[src/hw/rtl/dss_pkg.sv]
// ============================================================================
// dss_pkg
// Shared types, codes and constant tables of the drum step sequencer layer.
// ============================================================================
package dss_pkg;

  // Number of pattern steps in one bar.
  localparam int STEPS = 16;

  // Width of a pattern step position.
  localparam int StepIdxW = (STEPS > 1) ? $clog2(STEPS) : 1;

  // Number of sub-beat divisions in one beat.
  localparam int DivCount = 24;

  // Velocity and gain values are seven bits wide.
  localparam int VelW  = 7;
  localparam int NoteW = 7;

  // Index width of the configuration port.
  localparam int CfgIdxW  = 2;
  localparam int CfgDataW = 7;

  // Configuration register indexes.
  localparam logic [CfgIdxW-1:0] CFG_OUTPUT_MODE     = 2'd0;
  localparam logic [CfgIdxW-1:0] CFG_NOTE_NUMBER     = 2'd1;
  localparam logic [CfgIdxW-1:0] CFG_BASE_VELOCITY   = 2'd2;
  localparam logic [CfgIdxW-1:0] CFG_HUMANIZE_CHANCE = 2'd3;

  // Step kinds. Codes 6 and 7 are stored but act as an empty mask.
  localparam logic [2:0] KIND_NONE   = 3'd0;
  localparam logic [2:0] KIND_SINGLE = 3'd1;
  localparam logic [2:0] KIND_DOUBLE = 3'd2;
  localparam logic [2:0] KIND_TRIPLE = 3'd3;
  localparam logic [2:0] KIND_QUAD   = 3'd4;
  localparam logic [2:0] KIND_HOLD   = 3'd5;

  // Reset values of the configuration registers.
  localparam logic [NoteW-1:0] NoteReset = 7'd36;
  localparam logic [VelW-1:0]  VelReset  = 7'd32;

  // Sample slots cover the notes starting at this one.
  localparam logic [NoteW-1:0] SampleBaseNote = 7'd36;
  localparam logic [NoteW-1:0] SampleEndNote  = 7'd44;

  typedef enum logic [1:0] {
    ACT_WRITE = 2'd0,
    ACT_BEAT  = 2'd1,
    ACT_DIV   = 2'd2,
    ACT_CLEAR = 2'd3
  } action_e;

  typedef enum logic [1:0] {
    EV_NONE     = 2'd0,
    EV_NOTE_OFF = 2'd1,
    EV_NOTE_ON  = 2'd2,
    EV_SAMPLE   = 2'd3
  } event_e;

  // Random draws that come with a division tick.
  typedef struct packed {
    logic [6:0] percent;
    logic [3:0] tenth;
    logic       sign;
  } humanize_t;

  // Velocities offered to the result logic.
  typedef struct packed {
    logic [VelW-1:0] beat_vel;
    logic [VelW-1:0] div_vel;
  } vel_t;

  // Division mask loaded on a beat for each step kind.
  function automatic logic [DivCount-1:0] kind_mask(input logic [2:0] kind);
    logic [DivCount-1:0] m;
    case (kind)
      KIND_SINGLE: m = 24'h000001;
      KIND_DOUBLE: m = 24'h001001;
      KIND_TRIPLE: m = 24'h010101;
      KIND_QUAD:   m = 24'h041041;
      KIND_HOLD:   m = 24'h111111;
      default:     m = 24'h000000;
    endcase
    return m;
  endfunction

  // Humanize offset: 25 plus tenth*25/9, truncated, for every 4-bit draw.
  function automatic logic [6:0] human_offset(input logic [3:0] tenth);
    logic [6:0] o;
    case (tenth)
      4'd0:    o = 7'd25;
      4'd1:    o = 7'd27;
      4'd2:    o = 7'd30;
      4'd3:    o = 7'd33;
      4'd4:    o = 7'd36;
      4'd5:    o = 7'd38;
      4'd6:    o = 7'd41;
      4'd7:    o = 7'd44;
      4'd8:    o = 7'd47;
      4'd9:    o = 7'd50;
      4'd10:   o = 7'd52;
      4'd11:   o = 7'd55;
      4'd12:   o = 7'd58;
      4'd13:   o = 7'd61;
      4'd14:   o = 7'd63;
      default: o = 7'd66;
    endcase
    return o;
  endfunction

endpackage

[src/hw/rtl/dss_velocity.sv]
// ============================================================================
// dss_velocity
// Beat velocity and humanized division velocity of one drum layer.
// ============================================================================
module dss_velocity
  import dss_pkg::*;
(
  input  logic [VelW-1:0] base_velocity_i,
  input  logic [6:0]      humanize_chance_i,
  input  humanize_t       draw_i,
  output vel_t            vel_o
);

  logic [6:0] offset;
  logic [7:0] sum;
  logic [7:0] diff;
  logic [VelW-1:0] div_vel;

  // The offset only applies when the draw falls under the chance.
  assign offset = (humanize_chance_i > draw_i.percent) ? human_offset(draw_i.tenth) : 7'd0;
  assign sum    = {1'b0, base_velocity_i} + {1'b0, offset};
  assign diff   = {1'b0, base_velocity_i} - {1'b0, offset};

  always_comb begin
    if (draw_i.sign) begin
      div_vel = (offset > base_velocity_i) ? '0 : diff[VelW-1:0];
    end else begin
      div_vel = sum[VelW] ? {VelW{1'b1}} : sum[VelW-1:0];
    end
  end

  assign vel_o.div_vel  = div_vel;
  assign vel_o.beat_vel = (base_velocity_i == '0) ? VelW'(1) : base_velocity_i;

endmodule

[src/hw/rtl/drum_step_sequencer_ratchet.sv]
// ============================================================================
// drum_step_sequencer_ratchet
// One drum layer of a step sequencer with ratchet divisions per step.
// ============================================================================
//
//  Channel  | Direction | Handshake              | Word
//  ---------+-----------+------------------------+------------------------------
//  in       | input     | in_valid_i / in_stall_o | action and its operands
//  out      | output    | out_valid_o / out_stall_i | event, note, velocity, slot
//  cfg      | input     | cfg_valid_i / cfg_ready_o | register index and data
//
// Every accepted input word produces exactly one output word. The work is
// done in the cycle of acceptance: the pattern, beat position and division
// mask update at that edge and the result lands in the output register, or
// in the skid register behind it, which absorbs one extra word while the
// output is stalled. A word is accepted every cycle unless the input stalls,
// which it does only while that skid register is full.
// Reset clears the pattern to empty steps, the beat position and the mask,
// and loads the configuration registers with their defaults.
// The configuration port is always ready; it is to be written only when idle, which the block itself does not enforce.
// ============================================================================
module drum_step_sequencer_ratchet
  import dss_pkg::*;
(
  input  logic                clk_i,
  input  logic                rst_ni,
  // Input channel.
  input  logic                in_valid_i,
  output logic                in_stall_o,
  input  logic [1:0]          action_i,
  input  logic [3:0]          step_index_i,
  input  logic [2:0]          step_kind_i,
  input  logic [4:0]          division_index_i,
  input  logic [6:0]          random_percent_i,
  input  logic [3:0]          random_tenth_i,
  input  logic                random_sign_i,
  // Output channel.
  output logic                out_valid_o,
  input  logic                out_stall_i,
  output logic [1:0]          event_res_o,
  output logic [NoteW-1:0]    note_o,
  output logic [VelW-1:0]     velocity_o,
  output logic [2:0]          sample_slot_o,
  // Configuration channel.
  input  logic                cfg_valid_i,
  output logic                cfg_ready_o,
  input  logic [CfgIdxW-1:0]  cfg_index_i,
  input  logic [CfgDataW-1:0] cfg_data_i
);

  typedef struct packed {
    event_e            ev;
    logic [NoteW-1:0]  note;
    logic [VelW-1:0]   velocity;
    logic [2:0]        slot;
  } result_t;

  // Configuration registers.
  logic             output_mode_q;
  logic [NoteW-1:0] note_number_q;
  logic [VelW-1:0]  base_velocity_q;
  logic [6:0]       humanize_chance_q;

  // Sequencer state.
  logic [2:0]          pattern_q [STEPS];
  logic [2:0]          pattern_d [STEPS];
  logic [StepIdxW-1:0] beat_pos_q, beat_pos_d;
  logic [DivCount-1:0] div_mask_q, div_mask_d;

  // Output register and skid register.
  result_t main_q, main_d;
  logic    main_valid_q, main_valid_d;
  result_t skid_q, skid_d;
  logic    skid_valid_q, skid_valid_d;

  logic      in_accept;
  logic      out_pop;
  action_e   action;
  humanize_t draw;
  vel_t      vel;
  result_t   res;
  logic [2:0]          cur_kind;
  logic [DivCount-1:0] cur_mask;
  logic [31:0]         mask_wide;
  logic                div_hit;
  logic                slot_ok;

  assign cfg_ready_o = 1'b1;
  assign in_stall_o  = skid_valid_q;
  assign in_accept   = in_valid_i && !skid_valid_q;
  assign out_pop     = main_valid_q && !out_stall_i;
  assign action      = action_e'(action_i);

  assign draw.percent = random_percent_i;
  assign draw.tenth   = random_tenth_i;
  assign draw.sign    = random_sign_i;

  dss_velocity u_velocity (
    .base_velocity_i   (base_velocity_q),
    .humanize_chance_i (humanize_chance_q),
    .draw_i            (draw),
    .vel_o             (vel)
  );

  // Step under the beat pointer and the mask it selects.
  assign cur_kind  = pattern_q[beat_pos_q];
  assign cur_mask  = kind_mask(cur_kind);
  assign mask_wide = {{(32 - DivCount){1'b0}}, div_mask_q} >> division_index_i;
  assign div_hit   = (32'(division_index_i) < DivCount) && mask_wide[0];
  assign slot_ok   = (note_number_q >= SampleBaseNote) && (note_number_q < SampleEndNote);

  // Result and next state for the word at the input.
  always_comb begin
    res        = '{ev: EV_NONE, note: '0, velocity: '0, slot: '0};
    pattern_d  = pattern_q;
    beat_pos_d = beat_pos_q;
    div_mask_d = div_mask_q;

    case (action)
      ACT_WRITE: begin
        if (32'(step_index_i) < STEPS) begin
          pattern_d[StepIdxW'(step_index_i)] = step_kind_i;
        end
      end
      ACT_BEAT: begin
        div_mask_d = cur_mask;
        if (cur_kind != KIND_NONE) begin
          // In note mode the first division plays right on the beat.
          if (cur_mask[0] && !output_mode_q) begin
            res = '{ev: EV_NOTE_ON, note: note_number_q, velocity: vel.beat_vel, slot: '0};
            div_mask_d[0] = 1'b0;
          end
        end else if (!output_mode_q) begin
          res = '{ev: EV_NOTE_OFF, note: note_number_q, velocity: '0, slot: '0};
        end
        beat_pos_d = (32'(beat_pos_q) == STEPS - 1) ? '0 : beat_pos_q + 1'b1;
      end
      ACT_DIV: begin
        if (div_hit) begin
          if (!output_mode_q) begin
            res = '{ev: EV_NOTE_ON, note: note_number_q, velocity: vel.div_vel, slot: '0};
          end else if (slot_ok) begin
            res = '{ev: EV_SAMPLE, note: note_number_q, velocity: vel.div_vel,
                    slot: 3'(note_number_q - SampleBaseNote)};
          end
        end
      end
      default: begin
        for (int i = 0; i < STEPS; i++) begin
          pattern_d[i] = KIND_NONE;
        end
        div_mask_d = '0;
        beat_pos_d = '0;
      end
    endcase
  end

  // Output register with one skid entry behind it.
  always_comb begin
    main_d       = main_q;
    main_valid_d = main_valid_q;
    skid_d       = skid_q;
    skid_valid_d = skid_valid_q;
    if (out_pop || !main_valid_q) begin
      if (skid_valid_q) begin
        main_d       = skid_q;
        main_valid_d = 1'b1;
        skid_valid_d = 1'b0;
      end else begin
        main_d       = res;
        main_valid_d = in_accept;
      end
    end else if (in_accept) begin
      skid_d       = res;
      skid_valid_d = 1'b1;
    end
  end

  always_ff @(posedge clk_i or negedge rst_ni) begin
    if (!rst_ni) begin
      main_valid_q <= 1'b0;
      skid_valid_q <= 1'b0;
      beat_pos_q   <= '0;
      div_mask_q   <= '0;
      for (int i = 0; i < STEPS; i++) begin
        pattern_q[i] <= KIND_NONE;
      end
    end else begin
      main_valid_q <= main_valid_d;
      skid_valid_q <= skid_valid_d;
      if (in_accept) begin
        beat_pos_q <= beat_pos_d;
        div_mask_q <= div_mask_d;
        pattern_q  <= pattern_d;
      end
    end
  end

  always_ff @(posedge clk_i) begin
    main_q <= main_d;
    skid_q <= skid_d;
  end

  // Configuration registers.
  always_ff @(posedge clk_i or negedge rst_ni) begin
    if (!rst_ni) begin
      output_mode_q     <= 1'b0;
      note_number_q     <= NoteReset;
      base_velocity_q   <= VelReset;
      humanize_chance_q <= '0;
    end else if (cfg_valid_i && cfg_ready_o) begin
      case (cfg_index_i)
        CFG_OUTPUT_MODE:     output_mode_q     <= cfg_data_i[0];
        CFG_NOTE_NUMBER:     note_number_q     <= cfg_data_i;
        CFG_BASE_VELOCITY:   base_velocity_q   <= cfg_data_i;
        CFG_HUMANIZE_CHANCE: humanize_chance_q <= cfg_data_i;
        default: begin
        end
      endcase
    end
  end

  assign out_valid_o   = main_valid_q;
  assign event_res_o   = main_q.ev;
  assign note_o        = main_q.note;
  assign velocity_o    = main_q.velocity;
  assign sample_slot_o = main_q.slot;

endmodule

[config.mk]
export PLATFORM = sky130hd
export DESIGN_NAME = drum_step_sequencer_ratchet
export DESIGN_NICKNAME = d
export VERILOG_FILES = /design/src/hw/rtl/dss_pkg.sv /design/src/hw/rtl/dss_velocity.sv /design/src/hw/rtl/drum_step_sequencer_ratchet.sv
export SDC_FILE = /design/constraint.sdc
export NUM_CORES = 1
export LEC_CHECK = 0
export BUFFER_PORTS_ARGS = -buffer_cell sky130_fd_sc_hd__buf_2
export CORE_ASPECT_RATIO = 0.8
export CORE_MARGIN = 3
export CORE_UTILIZATION = 60
export DETAILED_ROUTE_END_ITERATION = 10
export GPL_ROUTABILITY_DRIVEN = 0
export PLACE_DENSITY = 0.83
export SLEW_MARGIN = 20
export SYNTH_ARGS = -nofsm -noshare
export SYNTH_HDL_FRONTEND = slang
export SYNTH_SLANG_ARGS = --single-unit
[constraint.sdc]
create_clock -name clk_i -period 5.7 [get_ports clk_i]
set_input_delay 1.425 -clock clk_i [delete_from_list [all_inputs] [get_ports clk_i]]
set_output_delay 1.425 -clock clk_i [all_outputs]
set_load 0.03 [all_outputs]
# After elaboration in Yosys (flattened, before gate mapping)
# Memories as Yosys holds them, arrays and structs flattened.
# Cells that the tools add are included.
[totals] ff_bits=138 mem_bits_ro=112 inputBits=40 output_inout_bits=22 wordCells=116 mem_count=1
[mem_list] memory="(name not given)" words=16 word_bits=7 read_ports=1 rd_clocked_by_memory_dff=0 wr=0 line="dss_pkg.sv:90" text="case (tenth)"
[op_classes] addsub=4 magnitude_cmp=8 n_eq_ne=11 n_shift=1 muxes=29 bitwise=5 reduce_logical=25
[op_table] operator="19-bit two-way mux" count=6
[op_table] operator="21-bit one-hot mux with 5 select lines" count=1
[op_table] operator="48-bit one-hot mux with 2 select lines" count=1
[op_table] operator="48-bit bitwise mux" count=1
[op_table] operator="24-bit one-hot mux with 2 select lines" count=1
[op_table] operator="19-bit one-hot mux with 2 select lines" count=1
[op_table] operator="7-bit two-way mux" count=5
[op_table] operator="24-bit by 5-bit >> shifter with 1-bit output" count=1
[op_table] operator="18-bit two-way mux" count=1
[op_table] operator="7-bit > comparator" count=2
[op_table] operator="2-bit AND reduction" count=7
[op_table] operator="3-bit binary-select mux with 4-bit select" count=1
[op_table] operator="3-bit demux with 4-bit select" count=1
[op_table] operator="5-bit >= comparator (second input constant)" count=2
[op_table] operator="4-bit NOT with 5-bit output" count=2
[op_table] operator="3-bit two-way mux" count=3
[op_table] operator="7-bit by 7-bit adder with 8-bit output" count=1
[op_table] operator="4-bit one-hot mux with 2 select lines" count=1
[op_table] operator="7-bit by 6-bit >= comparator with 1-bit output (second input constant)" count=1
[op_table] operator="7-bit logical NOT" count=1
[op_table] operator="7-bit by 6-bit < comparator with 1-bit output (second input constant)" count=1
[op_table] operator="7-bit subtractor" count=1
[op_table] operator="2-bit equality test (second input constant)" count=3
[op_table] operator="3-bit by 2-bit equality test with 1-bit output (second input constant)" count=2
[op_table] operator="18 further kinds" count=36

# Depth between registers and ports, before layout
[depth] word_depth=11 depth_mapped=17 mapped_depth_nobuf=17

# By module
# Synthesis repeated with hierarchy kept, for this count alone.
[unflattened] cells_unflattened=658 area_unflattened_um2=7169.4
[by_module_without_submodules] module="drum_step_sequencer_ratchet" n_inst=1 cells_each=481 area_each_um2=5921.9 seq_area_each_um2=3171.8
[by_module_without_submodules] module="dss_velocity" n_inst=1 cells_each=177 area_each_um2=1247.4 seq_area_each_um2=0.0

# Least setup slack after synthesis
# OpenSTA, ideal clock, no wires.
[synth_path] path_kind="input to register" startpoint="input port random_percent_i[4]" endpoint="register main_q (netlist bit velocity_o[6]), data pin" setup_ps=261 t_arrival_ps=4317 required_ps=5439 path_slack_ps=1122 stages=16 path_buffers=1 cell_sequence="inv_1 > ha_1 > a21o_1 > a21o_1 > a221oi_1 > a41oi_1 > nand2b_1 > ha_1 > clkbuf_1 > o21a_1 > o31a_1 > o31a_1 > o22ai_1 > nand2_1 > and4_1 > a221o_1"
[synth_between] elab_chain_cells=10
[synth_rtl] element="start: declaration" line="drum_step_sequencer_ratchet.sv:34" text="input logic [6:0] random_percent_i,"
[synth_rtl] element="7-bit > comparator *" line="dss_velocity.sv:20" text="assign offset = (humanize_chance_i > draw_i.percent) ? human_offset(draw_i.tenth) : 7'd0;"
[synth_rtl] element="7-bit two-way mux *" line="dss_velocity.sv:20"
[synth_rtl] element="7-bit by 7-bit adder with 8-bit output (tied with other cells)" line="dss_velocity.sv:21" text="assign sum = {1'b0, base_velocity_i} + {1'b0, offset};"
[synth_rtl] element="7-bit two-way mux (on tied branches)" line="dss_velocity.sv:28, dss_velocity.sv:26"
[synth_rtl] element="7-bit two-way mux *" line="dss_velocity.sv:25" text="if (draw_i.sign) begin"
[synth_rtl] element="19-bit two-way mux" line="drum_step_sequencer_ratchet.sv:142" text="end else if (slot_ok) begin"
[synth_rtl] element="19-bit two-way mux *" line="drum_step_sequencer_ratchet.sv:140" text="if (!output_mode_q) begin"
[synth_rtl] element="19-bit two-way mux *" line="drum_step_sequencer_ratchet.sv:139" text="if (div_hit) begin"
[synth_rtl] element="19-bit one-hot mux with 2 select lines *" line="drum_step_sequencer_ratchet.sv:119" text="case (action)"
[synth_rtl] element="19-bit two-way mux *" line="drum_step_sequencer_ratchet.sv:165" text="if (skid_valid_q) begin"
[synth_rtl] element="end signal: assignment" line="drum_step_sequencer_ratchet.sv:200" text="main_q <= main_d;"
[synth_rtl] element="end: declaration" line="drum_step_sequencer_ratchet.sv:71" text="result_t main_q, main_d;"
# Mark *: on every way between the ends. The rest lies on a longest branch, timed or not.
# A chain may end at the register's enable or synchronous reset.

# Worst setup path in the final report
[layout_path] startpoint="input port random_percent_i[1]" endpoint="register main_q (netlist bit velocity_o[2]), data pin"
# The elaborated chain is that of the path after synthesis.

==> metrics <==
number of buffers created by CTS 17; length of routed wiring on met1 8.004 mm; Antenna diodes 0; number of enable-type register cells in the synthesized netlist 38; setup slack of the worst register-to-register path 1.83 ns; number of different library cells in the post-synthesis netlist 75; cell count of the worst reg-to-reg path 15; kind of cell adding the most delay to the critical path compound AO/OA/AOI/OAI gates; category of the worst setup path launch point input pin; Vert. Die Dim 103.5 um; count of endpoints failing setup in the final report 0; Hold Startpoint div_mask_q[18]; maximum cell stage delay along the critical path roughly 0.43 ns; peak ir drop on the vdd network about 0.00028 V; path type of the worst setup path in2reg; number of fill cells in the layout 736; layout cell share with drive strength beyond 1 0.2104; maximum number of pins on one net before global-route repair 82; sequential power share 0.355; CP max FO 5; Worst Skew 0.006195 ns; data required time at the worst endpoint 5.86 ns; Mapped Nets 729; CTS clock-pin slew for the worst setup and hold paths 0.05 ns; worst-case headroom to the max-slew limit 0.2836; Worst Hold Class reg2reg; count of synthesis-stage warnings from yosys 0; number of levels the H-tree was split into 4; clock latency on the worst-skew pair approximately 0.42 ns; origin of the worst setup path random_percent_i[1]; average wire per cell in the routed design roughly 20 um; minimum setup slack in the final design 1.090 ns; clock net sink count 119; boundary pin count 62; fraction of synthesis flops using an asynchronous set or reset pin 0.6807; sum of met2 wire segment lengths after detailed routing 7.703 mm; switching power summed over all nets 1.049 mW; placed wire-length estimate after detailed placement 11.92 mm; switching power as a share of total power 0.2926; initial antenna violation count 0; port bufs 60; fraction of power consumed by combinational cells 0.259; die area 13230 sq um; gate count of the mapped netlist 652; top layer used by detailed routing met4; Vias/cell about 6.7; global-route usage over all layers 0.2676; DR WL met3 1.513 mm; Core Region between 10000 and 15000 sq um; Core Rows 34; cts hold-fix bufs 0; synthesis-to-finish area growth 15.65%; post-detailed-route count of antenna-violating nets 0; setup repair after global routing missed its margin no; final critical delay including setup and external delays 4.610 ns; synthesized area per cell around 11 sq um; detailed-routing iteration count for the pre-antenna-repair pass 5; global-route wire length before repair 28.15 mm; power density over cell area 434.9 nW/um^2; Worst Max-Slew Pin Slew 1.047 ns; post-synth design cell area 7129 sq um; Post-CTS Resized 0; clock power share 0.386; most numerous cell in the Yosys netlist sky130_fd_sc_hd__a22o_1; clock tree from TritonCTS done; Yosys top cell by area sky130_fd_sc_hd__dfrtp_1; sum of buffers and inverters on the critical path 4; most used cell, CP sky130_fd_sc_hd__inv_1; clock tree root buffer cell sky130_fd_sc_hd__clkbuf_16; number of storage elements in the synthesis netlist between 100 and 150; data arrival time at the worst-slack endpoint 4.77 ns; number of pins with negative max-slew slack in the final report 0; Die Width 127.9 um; vias in the first global route 5460; critical path capture point type register; leakage dissipation 3.721 nW; total setup buffers inserted after CTS 0; final critical-path share of the clock period 0.8087; post-detailed-route DRC marker count 0; critical register-to-register path startpoint humanize_chance_q[4]; synth top area cells sky130_fd_sc_hd__dfrtp_1 27%, sky130_fd_sc_hd__edfxtp_1 16%, sky130_fd_sc_hd__a22o_1 13%; Total Neg Setup Slack 0 ns; wire length after detailed routing 17.54 mm; share of the synthesized area in the top cell type 0.2738; hold path depth 2; proportion of synthesized chip area in sequential cells 0.4449; worst r2r dst velocity_o[2]; Post-Place Worst Slack 0.7239 ns; Max Cap Viol 0; slowest library cell on the worst path sky130_fd_sc_hd__o21ai_0; Max Clock Freq between 200 and 250 MHz; end point of the worst hold path div_mask_q[18]; GRT Residual Overflow 0; Starting Density 0.6348; top post-synthesis cells by count 105 x sky130_fd_sc_hd__a22o_1, 78 x sky130_fd_sc_hd__dfrtp_1, 45 x sky130_fd_sc_hd__nor2_1; Main synth FF type sky130_fd_sc_hd__dfrtp_1; internal power 2.536 mW; final hold violation count 0; buffer depth of the longest clock path 2; number of design-rule violations left by the first detailed-router iteration between 600 and 700; Final Net Count between 700 and 800; chain of cells forming the critical path buf_2, inv_1, ha_1, nor2b_1, o21ai_0, nand2b_1, a221oi_1, a41oi_1, nand2b_1, inv_1, ha_1, inv_1, a21oi_1, o311a_1, o21ai_0, a221oi_1, and2_1, a221o_1; via count 5783; status finished, final reports clean
-- state kept, by name, indices dropped and copies added, names as in the netlist, 2 cells and up --
signal,flops
note_o,7
velocity_o,7
base_velocity_q,7
note_number_q,7
humanize_chance_q,7
sample_slot_o,3
pattern_q,48
beat_pos_q,4
div_mask_q,5
skid_q,19
event_res_o,2
-- worst max-delay path by stage --
stage	slack (ns)	cells past startpoint	end
6_report	1.09	18	velocity_o[2]
5_1_grt	0.83	18	velocity_o[4]
4_1_cts	1.15	17	velocity_o[2]
3_5_place_dp	0.72	17	velocity_o[2]
3_3_place_gp	0.84	17	velocity_o[3]
2_1_floorplan	1.12	16	velocity_o[6]
-- cell type report --
| class | instances | area, sq um | area share |
|---|---|---|---|
| well taps | 144 | 180.2 | 0.02185 |
| clock buffers | 18 | 429.2 | 0.05205 |
| multi-input cells | 460 | 3659 | 0.4437 |
| inverters | 38 | 142.6 | 0.01730 |
| clock inverters | 14 | 325.3 | 0.03945 |
| repair buffers | 64 | 336.6 | 0.04082 |
| flip-flops and latches | 119 | 3173 | 0.3848 |
-- layer usage --
layer,vias to the layer above,GRT usage
met5,-,0
met4,0,0.08409
met3,34,0.06481
met2,318,0.3782
met1,2844,0.4077
li1,2587,-
-- power by group through the flow --
stage | Combinational [mW] | Clock, mW | Sequential (mW)
4_1_cts | 0.915 | 1.39 | 1.26
3_5_place_dp | 0.901 | 0 | 1.27
5_1_grt | 1.01 | 1.43 | 1.29
3_3_place_gp | 0.861 | 0 | 1.26
2_1_floorplan | 0.701 | 0 | 1.22
6_report | 0.929 | 1.38 | 1.27
-- cell usage in the layout, fill, tap and decap left out, types with 6 or more instances in the layout --
| master | count |
|---|---|
| sky130_fd_sc_hd__o21ai_0 | 20 |
| sky130_fd_sc_hd__nand2_1 | 44 |
| sky130_fd_sc_hd__a22o_1 | 105 |
| sky130_fd_sc_hd__buf_2 | 59 |
| sky130_fd_sc_hd__nor2b_1 | 7 |
| sky130_fd_sc_hd__a21o_1 | 7 |
| sky130_fd_sc_hd__and2_1 | 12 |
| sky130_fd_sc_hd__edfxtp_1 | 38 |
| sky130_fd_sc_hd__nand3_1 | 13 |
| sky130_fd_sc_hd__nor2_1 | 45 |
| sky130_fd_sc_hd__mux2_2 | 29 |
| sky130_fd_sc_hd__o31ai_1 | 8 |
| sky130_fd_sc_hd__mux2i_1 | 8 |
| sky130_fd_sc_hd__a221o_1 | 6 |
| sky130_fd_sc_hd__o21a_1 | 6 |
| sky130_fd_sc_hd__nand2b_1 | 9 |
| sky130_fd_sc_hd__inv_1 | 35 |
| sky130_fd_sc_hd__dfrtp_1 | 77 |
| sky130_fd_sc_hd__bufinv_16 | 10 |
| sky130_fd_sc_hd__clkbuf_16 | 17 |
| sky130_fd_sc_hd__a21oi_1 | 14 |
| sky130_fd_sc_hd__ha_1 | 35 |
-- worst register-to-register path: stages, from the launching register on --
cell,delay (ns)
sky130_fd_sc_hd__dfrtp_1,0.38
sky130_fd_sc_hd__ha_1,0.30
sky130_fd_sc_hd__a21o_1,0.17
sky130_fd_sc_hd__a21o_1,0.18
sky130_fd_sc_hd__a221oi_1,0.37
sky130_fd_sc_hd__a41oi_1,0.16
sky130_fd_sc_hd__nand2b_1,0.17
sky130_fd_sc_hd__inv_1,0.12
sky130_fd_sc_hd__ha_1,0.19
sky130_fd_sc_hd__inv_1,0.05
sky130_fd_sc_hd__a21oi_1,0.07
sky130_fd_sc_hd__o311a_1,0.35
sky130_fd_sc_hd__o21ai_0,0.43
sky130_fd_sc_hd__a221oi_1,0.21
sky130_fd_sc_hd__and2_1,0.21
sky130_fd_sc_hd__a221o_1,0.25
-- cell families (layout without fill, tap and decap cells) --
kind of cell | count (synthesis) | count (layout) | synth area share
flops | 119 | 119 | 0.4449
simple gates | 159 | 159 | 0.1092
mux | 46 | 46 | 0.08600
other cells | 1 | 1 | 0.0005260
xor+xnor | 5 | 5 | 0.006144
fa+ha+maj | 37 | 37 | 0.06704
buf+inv | 73 | 134 | 0.04370
compound gates | 212 | 212 | 0.2425
-- stage by stage --
| stage | util | hold slack, ns | cells | instance area [sq um] | total power, mW |
|---|---|---|---|---|---|
| global route | 0.7342 | 0.5183 | 857 | 8245 | 3.733 |
| global placement | 0.6659 | 0.4696 | 825 | 7478 | 2.116 |
| detailed placement | 0.6659 | 0.4744 | 825 | 7478 | 2.170 |
| finish | 0.7342 | 0.4949 | 857 | 8245 | 3.586 |
| floorplan | - | 0.4349 | 652 | 7129 | 1.925 |
| CTS | 0.7331 | 0.4977 | 857 | 8233 | 3.566 |
No activity file was read; power rests on OpenSTA's default activity.
